$ cat src/rtl/bse_pkg.sv
// Shared types and constants for the beacon SSID element extractor.
// Depends on nothing; used by the top level and its port checker.
package bse_pkg;

  // SSID buffer geometry
  localparam int SSID_BUFFER_BYTES = 32;
  localparam int BUF_AW = (SSID_BUFFER_BYTES > 1) ? $clog2(SSID_BUFFER_BYTES) : 1;
  localparam int CNT_W = $clog2(SSID_BUFFER_BYTES + 1);

  // Field widths
  localparam int BYTE_W = 8;
  localparam int LIMIT_W = 6;
  localparam int KIND_W = 3;

  // Copy limit after reset
  localparam logic [LIMIT_W-1:0] COPY_LIMIT_RESET = LIMIT_W'(32);

  // Element id that marks the SSID
  localparam logic [BYTE_W-1:0] SSID_ELEMENT_ID = 8'h00;

  // Result kinds
  typedef enum logic [KIND_W-1:0] {
    K_CHAR   = 3'd0,
    K_DONE   = 3'd1,
    K_ZERO   = 3'd2,
    K_HIDDEN = 3'd3,
    K_NONE   = 3'd4
  } kind_t;

  // Element walk phases
  typedef enum logic [1:0] {
    PH_ID   = 2'd0,
    PH_LEN  = 2'd1,
    PH_DATA = 2'd2,
    PH_DONE = 2'd3
  } phase_t;

endpackage

$ cat src/rtl/beacon_ssid_element_extractor.sv
// Beacon SSID element extractor: walks tagged elements and reports the SSID.
// Depends on bse_pkg for kinds, phases and buffer geometry.
//
//   channel   signals                                        direction
//   --------  ---------------------------------------------  ---------
//   in        in_valid, in_ready, data_byte, last_byte       request in
//   cfg       cfg_valid, cfg_ready, cfg_data (copy_limit)    request in
//   out       out_valid, out_ready, kind, char_value,        request out
//             ssid_length, last_of_run
//
// A region byte is taken whenever the output register is free and no SSID is being emitted.
// While a visible SSID is emitted no byte is taken: each character is one
// registered read of the buffer RAM followed by a load of the output register,
// and a status result follows the last character.
// rst (synchronous) restores copy_limit to 32 and restarts the walk; the
// buffer RAM is not cleared. A stalled output holds input acceptance.
module beacon_ssid_element_extractor (
  input  logic                             clk,
  input  logic                             rst,
  input  logic                             in_valid,
  output logic                             in_ready,
  input  logic [bse_pkg::BYTE_W-1:0]       data_byte,
  input  logic                             last_byte,
  input  logic                             cfg_valid,
  output logic                             cfg_ready,
  input  logic [bse_pkg::LIMIT_W-1:0]      cfg_data,
  output logic                             out_valid,
  input  logic                             out_ready,
  output logic [bse_pkg::KIND_W-1:0]       kind,
  output logic [bse_pkg::BYTE_W-1:0]       char_value,
  output logic [bse_pkg::BYTE_W-1:0]       ssid_length,
  output logic                             last_of_run
);

  typedef enum logic [3:0] {
    ST_IDLE   = 4'b0001,
    ST_READ   = 4'b0010,
    ST_EMIT   = 4'b0100,
    ST_STATUS = 4'b1000
  } state_t;

  state_t                          state;
  bse_pkg::phase_t                 parse_phase;
  logic                            element_is_ssid;
  logic [bse_pkg::BYTE_W-1:0]      element_length;
  logic [bse_pkg::BYTE_W-1:0]      bytes_remaining;
  logic                            all_zero_so_far;
  logic                            outcome_reported;
  logic [bse_pkg::LIMIT_W-1:0]     copy_limit;
  logic [bse_pkg::CNT_W-1:0]       copy_count;
  logic [bse_pkg::CNT_W-1:0]       char_idx;

  // SSID buffer RAM
  logic [bse_pkg::BYTE_W-1:0]      ssid_buffer [bse_pkg::SSID_BUFFER_BYTES];
  logic [bse_pkg::BYTE_W-1:0]      rd_data;
  logic                            buf_we;
  logic [bse_pkg::BUF_AW-1:0]      buf_waddr;

  logic                            accept;
  logic                            out_free;
  logic [bse_pkg::BYTE_W-1:0]      pos;
  logic [bse_pkg::BYTE_W-1:0]      rem_dec;
  logic                            allz_upd;
  logic                            do_report;
  logic [bse_pkg::BYTE_W-1:0]      rep_len;
  logic                            rep_allz;
  logic [bse_pkg::BYTE_W-1:0]      lim_a;
  logic [bse_pkg::BYTE_W-1:0]      lim_b;
  logic [bse_pkg::CNT_W-1:0]       rep_count;

  assign out_free  = !out_valid || out_ready;
  assign in_ready  = (state == ST_IDLE) && out_free;
  assign accept    = in_valid && in_ready;
  assign cfg_ready = 1'b1;

  // Decode the byte against the current walk phase
  always_comb begin
    pos       = element_length - bytes_remaining;
    rem_dec   = bytes_remaining - 8'd1;
    allz_upd  = all_zero_so_far && (data_byte == 8'h00);
    do_report = 1'b0;
    rep_len   = element_length;
    rep_allz  = allz_upd;
    unique case (parse_phase)
      bse_pkg::PH_LEN: begin
        do_report = (data_byte == 8'h00) && element_is_ssid;
        rep_len   = data_byte;
        rep_allz  = 1'b1;
      end
      bse_pkg::PH_DATA: begin
        do_report = (rem_dec == 8'h00) && element_is_ssid;
      end
      default: begin
        do_report = 1'b0;
      end
    endcase
    // Characters copied: least of length, copy limit and buffer size
    lim_a = (rep_len > 8'(copy_limit)) ? 8'(copy_limit) : rep_len;
    lim_b = (lim_a > 8'(bse_pkg::SSID_BUFFER_BYTES)) ? 8'(bse_pkg::SSID_BUFFER_BYTES)
                                                      : lim_a;
    rep_count = lim_b[bse_pkg::CNT_W-1:0];
    buf_we    = accept && (parse_phase == bse_pkg::PH_DATA) && element_is_ssid &&
                (pos < 8'(bse_pkg::SSID_BUFFER_BYTES));
    buf_waddr = pos[bse_pkg::BUF_AW-1:0];
  end

  // Buffer write on SSID data bytes; a write lands before the first read
  // that can see it, since reads start the cycle after the last data byte
  always_ff @(posedge clk) begin
    if (buf_we) begin
      ssid_buffer[buf_waddr] <= data_byte;
    end
    rd_data <= ssid_buffer[char_idx[bse_pkg::BUF_AW-1:0]];
  end

  // Configuration register
  always_ff @(posedge clk) begin
    if (rst) begin
      copy_limit <= bse_pkg::COPY_LIMIT_RESET;
    end else if (cfg_valid && cfg_ready) begin
      copy_limit <= cfg_data;
    end
  end

  // Element walk state
  always_ff @(posedge clk) begin
    if (rst) begin
      parse_phase      <= bse_pkg::PH_ID;
      element_is_ssid  <= 1'b0;
      element_length   <= '0;
      bytes_remaining  <= '0;
      all_zero_so_far  <= 1'b1;
      outcome_reported <= 1'b0;
    end else if (accept) begin
      if (last_byte) begin
        // restart for the next region
        parse_phase      <= bse_pkg::PH_ID;
        element_is_ssid  <= 1'b0;
        element_length   <= '0;
        bytes_remaining  <= '0;
        all_zero_so_far  <= 1'b1;
        outcome_reported <= 1'b0;
      end else begin
        unique case (parse_phase)
          bse_pkg::PH_ID: begin
            element_is_ssid <= (data_byte == bse_pkg::SSID_ELEMENT_ID);
            parse_phase     <= bse_pkg::PH_LEN;
          end
          bse_pkg::PH_LEN: begin
            element_length  <= data_byte;
            bytes_remaining <= data_byte;
            all_zero_so_far <= 1'b1;
            if (data_byte != 8'h00) begin
              parse_phase <= bse_pkg::PH_DATA;
            end else if (element_is_ssid) begin
              parse_phase      <= bse_pkg::PH_DONE;
              outcome_reported <= 1'b1;
            end else begin
              parse_phase <= bse_pkg::PH_ID;
            end
          end
          bse_pkg::PH_DATA: begin
            bytes_remaining <= rem_dec;
            if (element_is_ssid) begin
              all_zero_so_far <= allz_upd;
            end
            if (rem_dec == 8'h00) begin
              if (element_is_ssid) begin
                parse_phase      <= bse_pkg::PH_DONE;
                outcome_reported <= 1'b1;
              end else begin
                parse_phase <= bse_pkg::PH_ID;
              end
            end
          end
          default: begin
            parse_phase <= bse_pkg::PH_DONE;
          end
        endcase
      end
    end
  end

  // Emission sequencer and output register
  always_ff @(posedge clk) begin
    if (rst) begin
      state     <= ST_IDLE;
      out_valid <= 1'b0;
      char_idx  <= '0;
    end else begin
      if (out_valid && out_ready) begin
        out_valid <= 1'b0;
      end
      unique case (state)
        ST_IDLE: begin
          if (accept) begin
            if (do_report) begin
              if (rep_len == 8'h00) begin
                out_valid   <= 1'b1;
                kind        <= bse_pkg::K_ZERO;
                char_value  <= '0;
                ssid_length <= '0;
                last_of_run <= 1'b1;
              end else if (rep_allz) begin
                out_valid   <= 1'b1;
                kind        <= bse_pkg::K_HIDDEN;
                char_value  <= '0;
                ssid_length <= rep_len;
                last_of_run <= 1'b1;
              end else if (rep_count == '0) begin
                out_valid   <= 1'b1;
                kind        <= bse_pkg::K_DONE;
                char_value  <= '0;
                ssid_length <= '0;
                last_of_run <= 1'b1;
              end else begin
                copy_count <= rep_count;
                char_idx   <= '0;
                state      <= ST_READ;
              end
            end else if (last_byte && !outcome_reported) begin
              out_valid   <= 1'b1;
              kind        <= bse_pkg::K_NONE;
              char_value  <= '0;
              ssid_length <= '0;
              last_of_run <= 1'b1;
            end
          end
        end
        ST_READ: begin
          state <= ST_EMIT;
        end
        ST_EMIT: begin
          if (out_free) begin
            out_valid   <= 1'b1;
            kind        <= bse_pkg::K_CHAR;
            char_value  <= rd_data;
            ssid_length <= '0;
            last_of_run <= 1'b0;
            if (char_idx + bse_pkg::CNT_W'(1) == copy_count) begin
              state <= ST_STATUS;
            end else begin
              char_idx <= char_idx + bse_pkg::CNT_W'(1);
              state    <= ST_READ;
            end
          end
        end
        ST_STATUS: begin
          if (out_free) begin
            out_valid   <= 1'b1;
            kind        <= bse_pkg::K_DONE;
            char_value  <= '0;
            ssid_length <= 8'(copy_count);
            last_of_run <= 1'b1;
            state       <= ST_IDLE;
          end
        end
        default: begin
          state <= ST_IDLE;
        end
      endcase
    end
  end

endmodule

$ cat config.mk
export PLATFORM = sky130hd
export DESIGN_NAME = beacon_ssid_element_extractor
export DESIGN_NICKNAME = d
export VERILOG_FILES = /design/src/rtl/bse_pkg.sv /design/src/rtl/beacon_ssid_element_extractor.sv
export SDC_FILE = /design/constraint.sdc
export NUM_CORES = 1
export LEC_CHECK = 0
export ABC_AREA = 1
export BUFFER_PORTS_ARGS = -buffer_cell sky130_fd_sc_hd__buf_2
export CAP_MARGIN = 25
export CORE_MARGIN = 2
export CORE_UTILIZATION = 40
export CTS_CLUSTER_DIAMETER = 100
export DETAILED_ROUTE_END_ITERATION = 10
export GPL_TIMING_DRIVEN = 1
export PLACE_DENSITY_LB_ADDON = 0.15
export SLEW_MARGIN = 20
export SYNTH_ARGS = -nofsm -noshare
export SYNTH_HDL_FRONTEND = slang
export SYNTH_SLANG_ARGS = --single-unit
$ cat constraint.sdc
create_clock -name clk -period 3.7 [get_ports clk]
set_clock_uncertainty 0.1 [all_clocks]
set_input_delay 0.185 -clock clk [delete_from_list [all_inputs] [get_ports clk]]
set_output_delay 0.185 -clock clk [all_outputs]
set_load 0.05 [all_outputs]
==> metrics.md, run 1 <==
| Metric | Value |
|---|---|
| Result of the run | `completed` |
| Num ports | `43` |
| Number of nets with antenna violations after detailed routing | `0` |
| Post-place instance area | `15200 um2` |
| Port Buffer Count | `41` |
| Critical setup path kind | `reg -> reg` |
| Net count after synthesis | `1321` |
| First-pass iteration count of the detailed router | `5` |
| Vias in the first global route | `9689` |
| Leading post-synthesis cells by cell area | `edfxtp_1 (60%), dfxtp_1 (6.5%), nor2_1 (6.5%)` |
| Register bit total from synthesis | `328` |
| Hold Startpoint | `data_byte[4]` |
| TritonCTS clock tree | `done` |
| Reg2reg setup slack | `0.36 ns` |
| Effective utilization at floorplan | `0.409` |
| IR Drop Worst-Case VDD | `329 uV` |
| Power per unit of standard cell area | `503 nW/um2` |
| Wire length of the first global-routing pass | `58000 um` |
| Final net count | `1419` |
| Vias per std cell | `5.37` |
| Post-synth EDFFs | `282` |
| Least-Margin Pin Slew | `0.741 ns` |
| Clock-pin slew of the registers on the worst-case setup and hold paths | `0.06 ns` |
| Worst hold endpoint | `ssid_buffer[17][4]` |
| Placement Rows | `68` |
| Die width | `192 um` |
| Critical register-to-register path endpoint | `ssid_length[3]` |
| Std-Cell Core Area | `34700 um2` |
| Number of distinct standard cells referenced by the synthesized netlist | `49` |
| Clock latency on the worst-skew pair | `0.52 ns` |
| Routed wirelength normalized by instance count | `20.3 um` |
| Asr flop ratio synth | `0` |
| Maximum number of pins on one net before global-route repair | `132` |
| Final Cell Area | `16600 um2` |
| Achievable Freq | `299 MHz` |
| Final setup violation count | `0` |
| Origin of the critical flop-to-flop path | `parse_phase[1]` |
| Library cell used as clock root buffer | `clkbuf_16` |
| Worst EP required | `3.82 ns` |
| Final hold violation count | `0` |
| Proportion of layout cells with a drive suffix above 1 | `0.138` |
| Leakage | `5.97 nW` |
| Sinks on the clock net | `328` |
| Iter 0 DRT Violations | `789` |
| Post-Syn Instances | `1279` |
| Area grow syn2layout | `17.0%` |
| Setup repair after global routing missed its margin | `no` |
| Die outline height | `192 um` |
| Synth top area share | `0.597` |
| Max cap viols | `0` |
| DRT Wirelength | `37800 um` |
| Final cycle utilization of the critical path | `0.903` |
| Type of the tightest min-delay check | `in -> reg` |
| Number of antenna violations at the first check in global routing | `0` |
| Register area share after synthesis | `0.662` |
| Post-layout total power | `8.35 mW` |
| Dominant cell type by area after synthesis | `edfxtp_1` |
| Warnings, synthesis | `0` |
| Critical Path Sink Type | `flop` |
| Count of final max-slew check failures | `0` |
| Relative slew slack | `0.505` |
| Number of antenna cells inserted | `0` |
| DRC Markers | `0` |
| Total congestion overflow after global routing | `0` |
| Die ar. | `37000 um2` |
| H-tree depth | `2` |
| Via Count | `9990` |
| Leading register cell type out of synthesis | `edfxtp_1` |
| Maximum buffer depth of the clock tree | `3` |
| Startpoint type of the worst setup path | `flop` |
| Count of cells along the worst hold path | `1` |
| CTS buffer count | `38` |
| GR Util All Layers | `0.209` |
| DP HPWL | `23900 um` |
| CP Max Fanout | `20` |
| Number of cell instances on the worst register-to-register path | `20` |
| Worst endpoint data arrival time | `3.46 ns` |
| Syn avg cell area | `11.1 um2` |
| Routability cong. | `0.843` |
| Crit path time final | `3.34 ns` |
| Mapped cell area | `14200 um2` |
| Final-layout setup total negative slack | `0 ns` |
[worst max-delay path: stages (launching register included)]
cell	delay, ns
dfxtp_1	0.37
inv_1	0.09
ha_1	0.28
o21ai_1	0.28
ha_1	0.28
nand2_1	0.08
inv_1	0.04
nand2_1	0.05
nand2_1	0.05
nand2_1	0.08
nand2_2	0.09
nand2_2	0.14
nand2_1	0.07
nand2_1	0.09
nand2_1	0.06
nor2_1	0.18
nand2_1	0.09
nand2_2	0.12
o21ai_0	0.11
a21oi_2	0.15
buf_6	0.23
[area by class of cell]
cell class / count / area (um2)
Multi-Input combinational cell: 788 / 4170
Fill cell: 3178 / 18100
Timing Repair Buffer: 121 / 870
Clock inverter: 20 / 203
Tap cell: 455 / 569
Clock buffer: 47 / 1020
Sequential cell: 328 / 9390
Inverter: 100 / 384
[metrics by stage]
step | utilization | setup WS (ns) | hold slack, ns | std cells
2_1_floorplan | - | 0.103 | 0.184 | 1279
3_3_place_gp | 0.437 | 0.341 | 0.300 | 1773
3_5_place_dp | 0.437 | 0.249 | 0.315 | 1773
4_1_cts | 0.478 | 0.231 | 0.0654 | 1859
5_1_grt | 0.478 | 0.00417 | 0.0735 | 1859
6_report | 0.478 | 0.359 | 0.0765 | 1859
[layer usage]
| layer | GRT usage | share of wire |
|---|---|---|
| met1 | 0.288 | 0.45 |
| met3 | 0.0269 | 0.046 |
| met2 | 0.353 | 0.48 |
| met4 | 0.0499 | 0.017 |
| met5 | 0 | 0 |
[synth_stat cells, types with 2 or more instances]
| library cell | number |
|---|---|
| nor3_1 | 4 |
| a211oi_1 | 3 |
| nand2_2 | 11 |
| buf_2 | 5 |
| o221ai_1 | 50 |
| clkbuf_1 | 54 |
| nand3_1 | 50 |
| nand2_4 | 2 |
| xor2_1 | 10 |
| a21oi_1 | 30 |
| a21o_1 | 2 |
| clkinv_1 | 2 |
| edfxtp_1 | 282 |
| nand4_2 | 3 |
| dfxtp_1 | 46 |
| o21ai_0 | 167 |
| or2_2 | 3 |
| inv_2 | 3 |
| ha_1 | 21 |
| inv_1 | 93 |
| o22ai_1 | 18 |
| nand4_1 | 12 |
| buf_1 | 2 |
| nor2_1 | 245 |
| nand2_1 | 106 |
| xnor2_1 | 4 |
| o31ai_1 | 9 |
| a31oi_1 | 10 |
| a221oi_1 | 2 |
| o211ai_1 | 4 |
| a32oi_1 | 8 |
[where the power goes]
part	internal [mW]	total [mW]	switching [mW]
registers	4.04	4.05	0.0166
logic	0.185	0.641	0.456
clock network	2.17	3.65	1.48
total	6.39	8.35	1.96
[logic make-up after synthesis]
family | synth area share
adders and majority gates | 0.0199
and+or+nand+nor | 0.133
AOI/OAI and AO/OA | 0.131
buffers and inverters | 0.0451
DFF | 0.662
other | 0.000264
xor gates and xnor gates | 0.00864
[sequential cells by signal, summed over array words and instances, names as in the netlist]
| signal | flops |
|---|---|
| rd_data | 8 |
| copy_count | 6 |
| kind | 3 |
| char_value | 8 |
| bytes_remaining | 8 |
| all_zero_so_far | 1 |
| copy_limit | 6 |
| outcome_reported | 1 |
| last_of_run | 1 |
| state | 4 |
| char_idx | 6 |
| ssid_buffer | 256 |
| element_length | 8 |
| parse_phase | 2 |
| out_valid | 1 |
| element_is_ssid | 1 |
| ssid_length | 8 |
[layout by cell type, fill, tap and decap left out, types with 3 or more instances in the layout]
cell type / Yosys / layout
clkbuf_16: 0 / 39
nand2_2: 11 / 11
or2_2: 3 / 3
a211oi_1: 3 / 3
a21oi_1: 30 / 29
nand4_2: 3 / 3
o211ai_1: 4 / 4
buf_4: 1 / 59
bufinv_16: 0 / 3
o21ai_1: 0 / 3
o31ai_1: 9 / 9
xnor2_1: 4 / 4
nand4_1: 12 / 12
o221ai_1: 50 / 50
inv_1: 93 / 92
buf_2: 5 / 41
clkinv_1: 2 / 6
dfxtp_1: 46 / 44
nor2_1: 245 / 245
xor2_1: 10 / 10
clkinv_2: 0 / 9
a32oi_1: 8 / 8
edfxtp_1: 282 / 282
nand3_1: 50 / 50
nor3_1: 4 / 4
o21ai_0: 167 / 164
ha_1: 21 / 20
a31oi_1: 10 / 10
clkbuf_1: 54 / 7
nand2_1: 106 / 106
o22ai_1: 18 / 18
inv_2: 3 / 3
dlygate4sd3_1: 0 / 19
[repair_timing]
action	in CTS	in global routing
hold buffers	19	0
resized for setup	0	5
endpoints found under the setup margin	0	20
hold endpoints to repair	20	0
setup buffers	0	0
[worst max-delay path by stage]
stage / from / to / slack, ns / cells past startpoint
floorplan: parse_phase[1] / char_value[0] / 0.10 / 20
global placement: parse_phase[1] / char_value[3] / 0.34 / 20
detailed placement: parse_phase[1] / char_value[6] / 0.25 / 20
CTS: parse_phase[1] / ssid_length[3] / 0.23 / 20
global route: parse_phase[1] / ssid_length[3] / 0.004 / 22
finish: parse_phase[1] / ssid_length[3] / 0.36 / 20
Power figures use the tool's default switching activity.
==> inputs of run 2 (changes only) <==
CORE_ASPECT_RATIO = 0.6   (was default)
HOLD_SLACK_MARGIN = 0.03   (was default)
==> run 2 against run 1 <==
  * Cell count increased by 0.97%
  * Design area decreased by 0.60%
  * Global-route usage increased by 1.2 points
  * Count of clock-buffer cells in the layout decreased by 3
  * Sequential share of layout area increased by 0.35 points
  * Clock power decreased by 20%
  * Maximum frequency increased by 0.18%
  * Core utilization decreased by 0.61 points
  * Sequential power about the same
  * Hold slack improved by 0.026 ns
==> metrics.md, run 2 (synthesis gave the netlist of run 1 again) <==
| Metric | Value |
|---|---|
| Result of the run | `completed` |
| Final-layout setup total negative slack | `0 ns` |
| Final setup violation count | `0` |
| Worst endpoint data arrival time | `3.68 ns` |
| Max cap viols | `0` |
| Final cycle utilization of the critical path | `0.901` |
| Iter 0 DRT Violations | `1114` |
| Placement Rows | `53` |
| Number of nets with antenna violations after detailed routing | `0` |
| Routed wirelength normalized by instance count | `21.6 um` |
| Final core area utilization | `0.472` |
| Sequence of cells on the critical path | `inv_1 -> ha_1 -> inv_1 -> nand2_1 -> nand2_1 -> nor2_1 -> nand3_1 -> o21ai_0 -> nand3_1 -> nor3_1 -> nand2_2 -> o2111ai_1 -> a21oi_1 -> dlygate4sd3_1` |
| Worst EP required | `4.05 ns` |
| Leakage | `5.90 nW` |
| Final-layout fill cell count | `3186` |
| Die outline height | `150 um` |
| Number of cell instances on the worst register-to-register path | `14` |
| Count of cells along the worst hold path | `2` |
| Relative slew slack | `0.409` |
| Startpoint type of the worst setup path | `flop` |
| Most common cell after layout, fill and taps aside | `edfxtp_1` |
| Largest register by flop count | `ssid_buffer` |
| Vias in the first global route | `9672` |
| Total congestion overflow after global routing | `0` |
| Via Count | `10300` |
| Commonest cells after routing, fill and taps aside | `edfxtp_1 (282), nor2_1 (244), o21ai_0 (163), nand2_1 (106), inv_1 (91)` |
| Hold Startpoint | `data_byte[3]` |
| Maximum buffer depth of the clock tree | `3` |
| Power per unit of standard cell area | `463 nW/um2` |
| Num ports | `43` |
| Area taken by multi-input logic gates | `4190 um2` |
| Critical Path Sink Type | `flop` |
| Maximum single-stage delay on the critical path | `0.58 ns` |
| First-pass iteration count of the detailed router | `6` |
| Setup repair after global routing missed its margin | `no` |
| Origin of the critical flop-to-flop path | `bytes_remaining[0]` |
| Worst hold endpoint | `ssid_buffer[27][3]` |
| Sinks on the clock net | `328` |
| CP max stage cell | `dlygate4sd3_1` |
| Routability cong. | `0.879` |
| Reg2reg setup slack | `0.36 ns` |
| Number of antenna violations at the first check in global routing | `1` |
| Least-Margin Pin Slew | `0.877 ns` |
| Clock latency on the worst-skew pair | `0.58 ns` |
| DRT Wirelength | `40500 um` |
| Crit path time final | `3.34 ns` |
| Largest register FFs | `256` |
| Library cell used as clock root buffer | `clkbuf_16` |
| Type of the tightest min-delay check | `in -> reg` |
| DP HPWL | `27100 um` |
| Maximum number of pins on one net before global-route repair | `56` |
| Proportion of layout cells with a drive suffix above 1 | `0.134` |
| TritonCTS clock tree | `done` |
| Die width | `247 um` |
| Wire length of the first global-routing pass | `60900 um` |
| GR Util All Layers | `0.222` |
| Vias per std cell | `5.48` |
| IR Drop Worst-Case VDD | `383 uV` |
| Final net count | `1431` |
| CP Max Fanout | `6` |
| DRC Markers | `0` |
| Critical register-to-register path endpoint | `out_valid` |
| Area used by sequential logic in the layout | `9400 um2` |
| Achievable Freq | `300 MHz` |
| Effective utilization at floorplan | `0.406` |
| Area grow syn2layout | `16.3%` |
| CTS buffer count | `31` |
| Clock-pin slew of the registers on the worst-case setup and hold paths | `0.07 ns` |
| Std-Cell Core Area | `34900 um2` |
| Buffer count from post-CTS setup fixing | `0` |
| Number of antenna cells inserted | `0` |
| H-tree depth | `1` |
| Port Buffer Count | `41` |
| Final hold violation count | `0` |
| Count of final max-slew check failures | `0` |
| Die ar. | `37000 um2` |
| Critical setup path kind | `reg -> reg` |
[run 2: changes by cell type in the layout (fill, tap and decap cells not counted), moves of 2 or more]
cell / delta
buf_4: +9
dlygate4sd3_1: +9
clkbuf_16: -8
clkbuf_1: +5
clkinv_2: -5
bufinv_16: -3
clkinv_8: -2
ha_4: +2
[run 2: per-stage QoR]
step / hold WS, ns / setup WS, ns / area [um2] / instances / power, mW
after floorplan: 0.184 / 0.103 / 14200 / 1279 / 4.54
after global placement: 0.302 / 0.365 / 15300 / 1794 / 4.76
after detailed placement: 0.317 / 0.261 / 15300 / 1794 / 4.76
after CTS: 0.0904 / 0.197 / 16400 / 1876 / 7.66
after global routing: 0.117 / 0.0366 / 16500 / 1877 / 7.89
final: 0.103 / 0.365 / 16500 / 1877 / 7.64
[run 2: worst max-delay path, delay by kind of cell, from the launching register on]
kind / cells / cell delay, ns
buf+inv: 3 / 0.84
fa+ha+maj: 1 / 0.32
simple gates: 7 / 1.16
compound gates: 3 / 0.43
flops: 1 / 0.34
[run 2: how the worst max path moves through the flow]
| stage | start | end | cells past startpoint |
|---|---|---|---|
| global placement | parse_phase[1] | char_value[7] | 20 |
| detailed placement | parse_phase[1] | char_value[1] | 17 |
| floorplan | parse_phase[1] | char_value[0] | 20 |
| CTS | parse_phase[1] | out_valid | 17 |
| finish | bytes_remaining[0] | out_valid | 14 |
| global route | bytes_remaining[0] | out_valid | 14 |
[run 2: repair_timing]
action / in CTS / in global routing
hold buffers: 28 / 0
endpoints found under the hold margin: 59 / 0
resized for setup: 0 / 11
setup endpoints to repair: 0 / 21
[run 2: where the power goes]
group / switching [mW] / internal (mW)
Clock: 1.36 / 1.55
Sequential: 0.0177 / 4.03
Combinational: 0.479 / 0.200
[run 2: final cells by class]
type | count | area share
multi-input cells | 788 | 0.254
flip-flops and latches | 328 | 0.569
repair buffers | 140 | 0.0645
well taps | 467 | 0.0354
clock buffers | 44 | 0.0506
inverters | 100 | 0.0233
clock inverters | 10 | 0.00296
[run 2: routing by layer]
metal / up-vias / global-route usage / routed length, um
met3: 42 / 0.0475 / 3620
li1: 4815 / - / -
met2: 386 / 0.294 / 15500
met5: - / 0 / 0
met4: 0 / 0.0334 / 548
met1: 5046 / 0.367 / 20800
==> inputs of run 3 (changes only) <==
ABC_AREA = default   (was 1)
==> run 3 against run 2 <==
  * Sequential share of layout area down 0.29 points
  * Core utilization grew 0.25 points
  * Flip-flop and latch count did not move
  * Maximum frequency decreased by 5.8%
  * First-iteration DRC count decreased by 23%
  * Area after synthesis about the same
  * Synthesized cell count fell by 31%
  * Die area hardly changed
  * Critical path depth decreased by 5
  * Clock power increased by 13%
  * Hold slack worse by 0.040 ns
  * Critical path type unchanged
  * Largest power group unchanged
==> metrics.md, run 3 <==
| Metric | Value |
|---|---|
| Total congestion overflow after global routing | `0` |
| CP Max Fanout | `4` |
| Iter 0 DRT Violations | `858` |
| Number of distinct standard cells referenced by the synthesized netlist | `68` |
| Maximum buffer depth of the clock tree | `3` |
| Synth top area share | `0.597` |
| Pre-CTS WS | `0.298 ns` |
| Final hold violation count | `0` |
| Most frequent cell after synthesis | `edfxtp_1` |
| Via Count | `8338` |
| Buffers plus inverters on the worst setup path | `2` |
| H-tree depth | `1` |
| Largest register FFs | `256` |
| Hold Startpoint | `rst` |
| Startpoint type of the worst setup path | `flop` |
| Result of the run | `completed` |
| Achievable Freq | `283 MHz` |
| Commonest cells after routing, fill and taps aside | `edfxtp_1 (282), mux4_2 (80), buf_4 (68), nor2_1 (56)` |
| Post-synth EDFFs | `282` |
| Setup repair after global routing missed its margin | `no` |
| CP max stage cell | `or4_4` |
| Sequence of cells on the critical path | `inv_1 -> ha_1 -> or3b_4 -> o31a_1 -> or4_4 -> a211oi_1 -> nand2_1 -> o31a_1 -> dlygate4sd3_1` |
| Syn avg cell area | `16.0 um2` |
| Family with the most delay on the worst path | `simple AND/OR/NAND/NOR gates` |
| Final-layout fill cell count | `2966` |
| IR Drop Worst-Case VDD | `343 uV` |
| Worst EP required | `4.08 ns` |
| Relative slew slack | `0.434` |
| Type of the tightest min-delay check | `in -> reg` |
| Num ports | `43` |
| Mapped cell area | `14200 um2` |
| Register bit total from synthesis | `328` |
| TritonCTS clock tree | `done` |
| DRT Wirelength | `35200 um` |
| Vias per std cell | `5.58` |
| Warnings, synthesis | `0` |
| Effective utilization at floorplan | `0.406` |
| Final net count | `1044` |
| Count of final max-slew check failures | `0` |
| GR Util All Layers | `0.194` |
| Die width | `247 um` |
| Leading post-synthesis cells by cell area | `edfxtp_1 (60%), mux4_2 (13%), dfxtp_1 (6.5%)` |
| Final setup violation count | `0` |
| Net count after synthesis | `929` |
| Dominant cell type by area after synthesis | `edfxtp_1` |
| First-pass iteration count of the detailed router | `5` |
| Sinks on the clock net | `328` |
| Die ar. | `37000 um2` |
| Leading register cell type out of synthesis | `edfxtp_1` |
| Maximum single-stage delay on the critical path | `0.57 ns` |
| Final-layout setup total negative slack | `0 ns` |
| Least-Margin Pin Slew | `0.844 ns` |
| Most common cell after layout, fill and taps aside | `edfxtp_1` |
| Number of placed instances, taps included | `1418` |
| Port Buffer Count | `41` |
| DP HPWL | `23800 um` |
| Power per unit of standard cell area | `470 nW/um2` |
| Critical Path Sink Type | `flop` |
| Routed wirelength normalized by instance count | `23.6 um` |
| Proportion of layout cells with a drive suffix above 1 | `0.267` |
| Vias in the first global route | `7815` |
| DRC Markers | `0` |
| Dominant cell type by count on the critical path | `o31a_1` |
| Post-Syn Instances | `887` |
| Std-Cell Core Area | `34900 um2` |
| Maximum number of pins on one net before global-route repair | `40` |
| Clock latency on the worst-skew pair | `0.59 ns` |
| Routability cong. | `0.827` |
| Clock-pin slew of the registers on the worst-case setup and hold paths | `0.07 ns` |
| Leakage | `5.43 nW` |
| Asr flop ratio synth | `0` |
| Final standard cell count with taps included and fillers excluded | `1494` |
| Placement Rows | `53` |
| Number of antenna violations at the first check in global routing | `1` |
| Crit path time final | `3.54 ns` |
| Final cycle utilization of the critical path | `0.956` |
| Library cell used as clock root buffer | `clkbuf_16` |
| Worst endpoint data arrival time | `3.92 ns` |
| CTS buffer count | `30` |
| Commonest cells post-synth | `edfxtp_1 (282), mux4_2 (80), nor2_1 (56)` |
| Register area share after synthesis | `0.662` |
| Area used by sequential logic in the layout | `9400 um2` |
| Post-route worst setup slack | `0.161 ns` |
| Wire length of the first global-routing pass | `52300 um` |
| Post-layout total power | `7.79 mW` |
| Worst setup path start | `bytes_remaining[1]` |
| Die outline height | `150 um` |
| Max cap viols | `0` |
| Origin of the critical flop-to-flop path | `bytes_remaining[1]` |
| Area grow syn2layout | `17.0%` |
| Number of nets with antenna violations after detailed routing | `0` |
| Critical setup path kind | `reg -> reg` |
| Area taken by multi-input logic gates | `4520 um2` |
| Largest register by flop count | `ssid_buffer` |
## run 3: changes by cell type in the layout (fill, tap and decap cells not counted), sizes merged, moves of 14 or more
cell    change
o221ai     -50
nor3       +39
nor2      -191
mux2i      +16
nand3      -26
o21ai     -144
inv        -66
mux4       +80
nand2      -93
o22ai      -14
## run 3: layout make-up
cell class | instances | area share
antenna | 1 | 0.000151
clock buffer | 36 | 0.0484
clock inverter | 20 | 0.0146
inverter | 29 | 0.00656
multi-input combinational | 484 | 0.273
sequential | 328 | 0.566
tap | 467 | 0.0352
timing repair buffer | 129 | 0.0558
## run 3: per-stage QoR
step / util / hold slack, ns / area [um2]
after floorplan: - / 0.184 / 14200
after global placement: 0.439 / 0.328 / 15300
after detailed placement: 0.439 / 0.329 / 15300
after CTS: 0.474 / 0.0321 / 16600
after global routing: 0.475 / 0.0753 / 16600
final: 0.475 / 0.0629 / 16600
## run 3: routing by layer
layer,vias up,global-route usage,share of wire
li1,3765,-,-
met1,4219,0.341,0.53
met2,303,0.237,0.37
met3,51,0.0366,0.081
met4,0,0.0358,0.017
met5,-,0,0
## run 3: path summary, 6_finish.rpt
check	slack, ns	endpoint	cells after the start
worst min-delay path	0.06	element_length[2]	2
worst max-delay path	0.16	state[0]	9
worst max register to register	0.16	state[0]	9
worst min register to register	0.39	outcome_reported	2
## run 3: kinds of logic after synthesis
family,count (synthesis),share of synthesized area
flip-flops,328,0.662
AND/OR/NAND/NOR,227,0.0832
AO/OA/AOI/OAI,107,0.0523
multiplexers,105,0.146
buffers and inverters,75,0.0230
adder cells (fa/ha/maj),22,0.0199
XOR/XNOR,22,0.0136
other,1,0.000264
## run 3: power by group
part | internal (mW) | switching [mW]
Clock | 1.90 | 1.39
Sequential | 4.02 | 0.0134
Combinational | 0.140 | 0.326
## run 3: what timing repair did
| item | in CTS | in global routing |
|---|---|---|
| buffers inserted | 0 | 0 |
| endpoints found under the setup margin | 0 | 10 |
| endpoints found under the hold margin | 15 | 0 |
| hold buffers | 19 | 0 |
| gates resized for setup | 0 | 4 |
## run 3: worst reg2reg max path, cell delays in order (launching register included)
cell,delay [ns]
dfxtp_1,0.34
inv_1,0.16
ha_1,0.25
or3b_4,0.42
o31a_1,0.28
or4_4,0.57
a211oi_1,0.36
nand2_1,0.18
o31a_1,0.26
dlygate4sd3_1,0.54
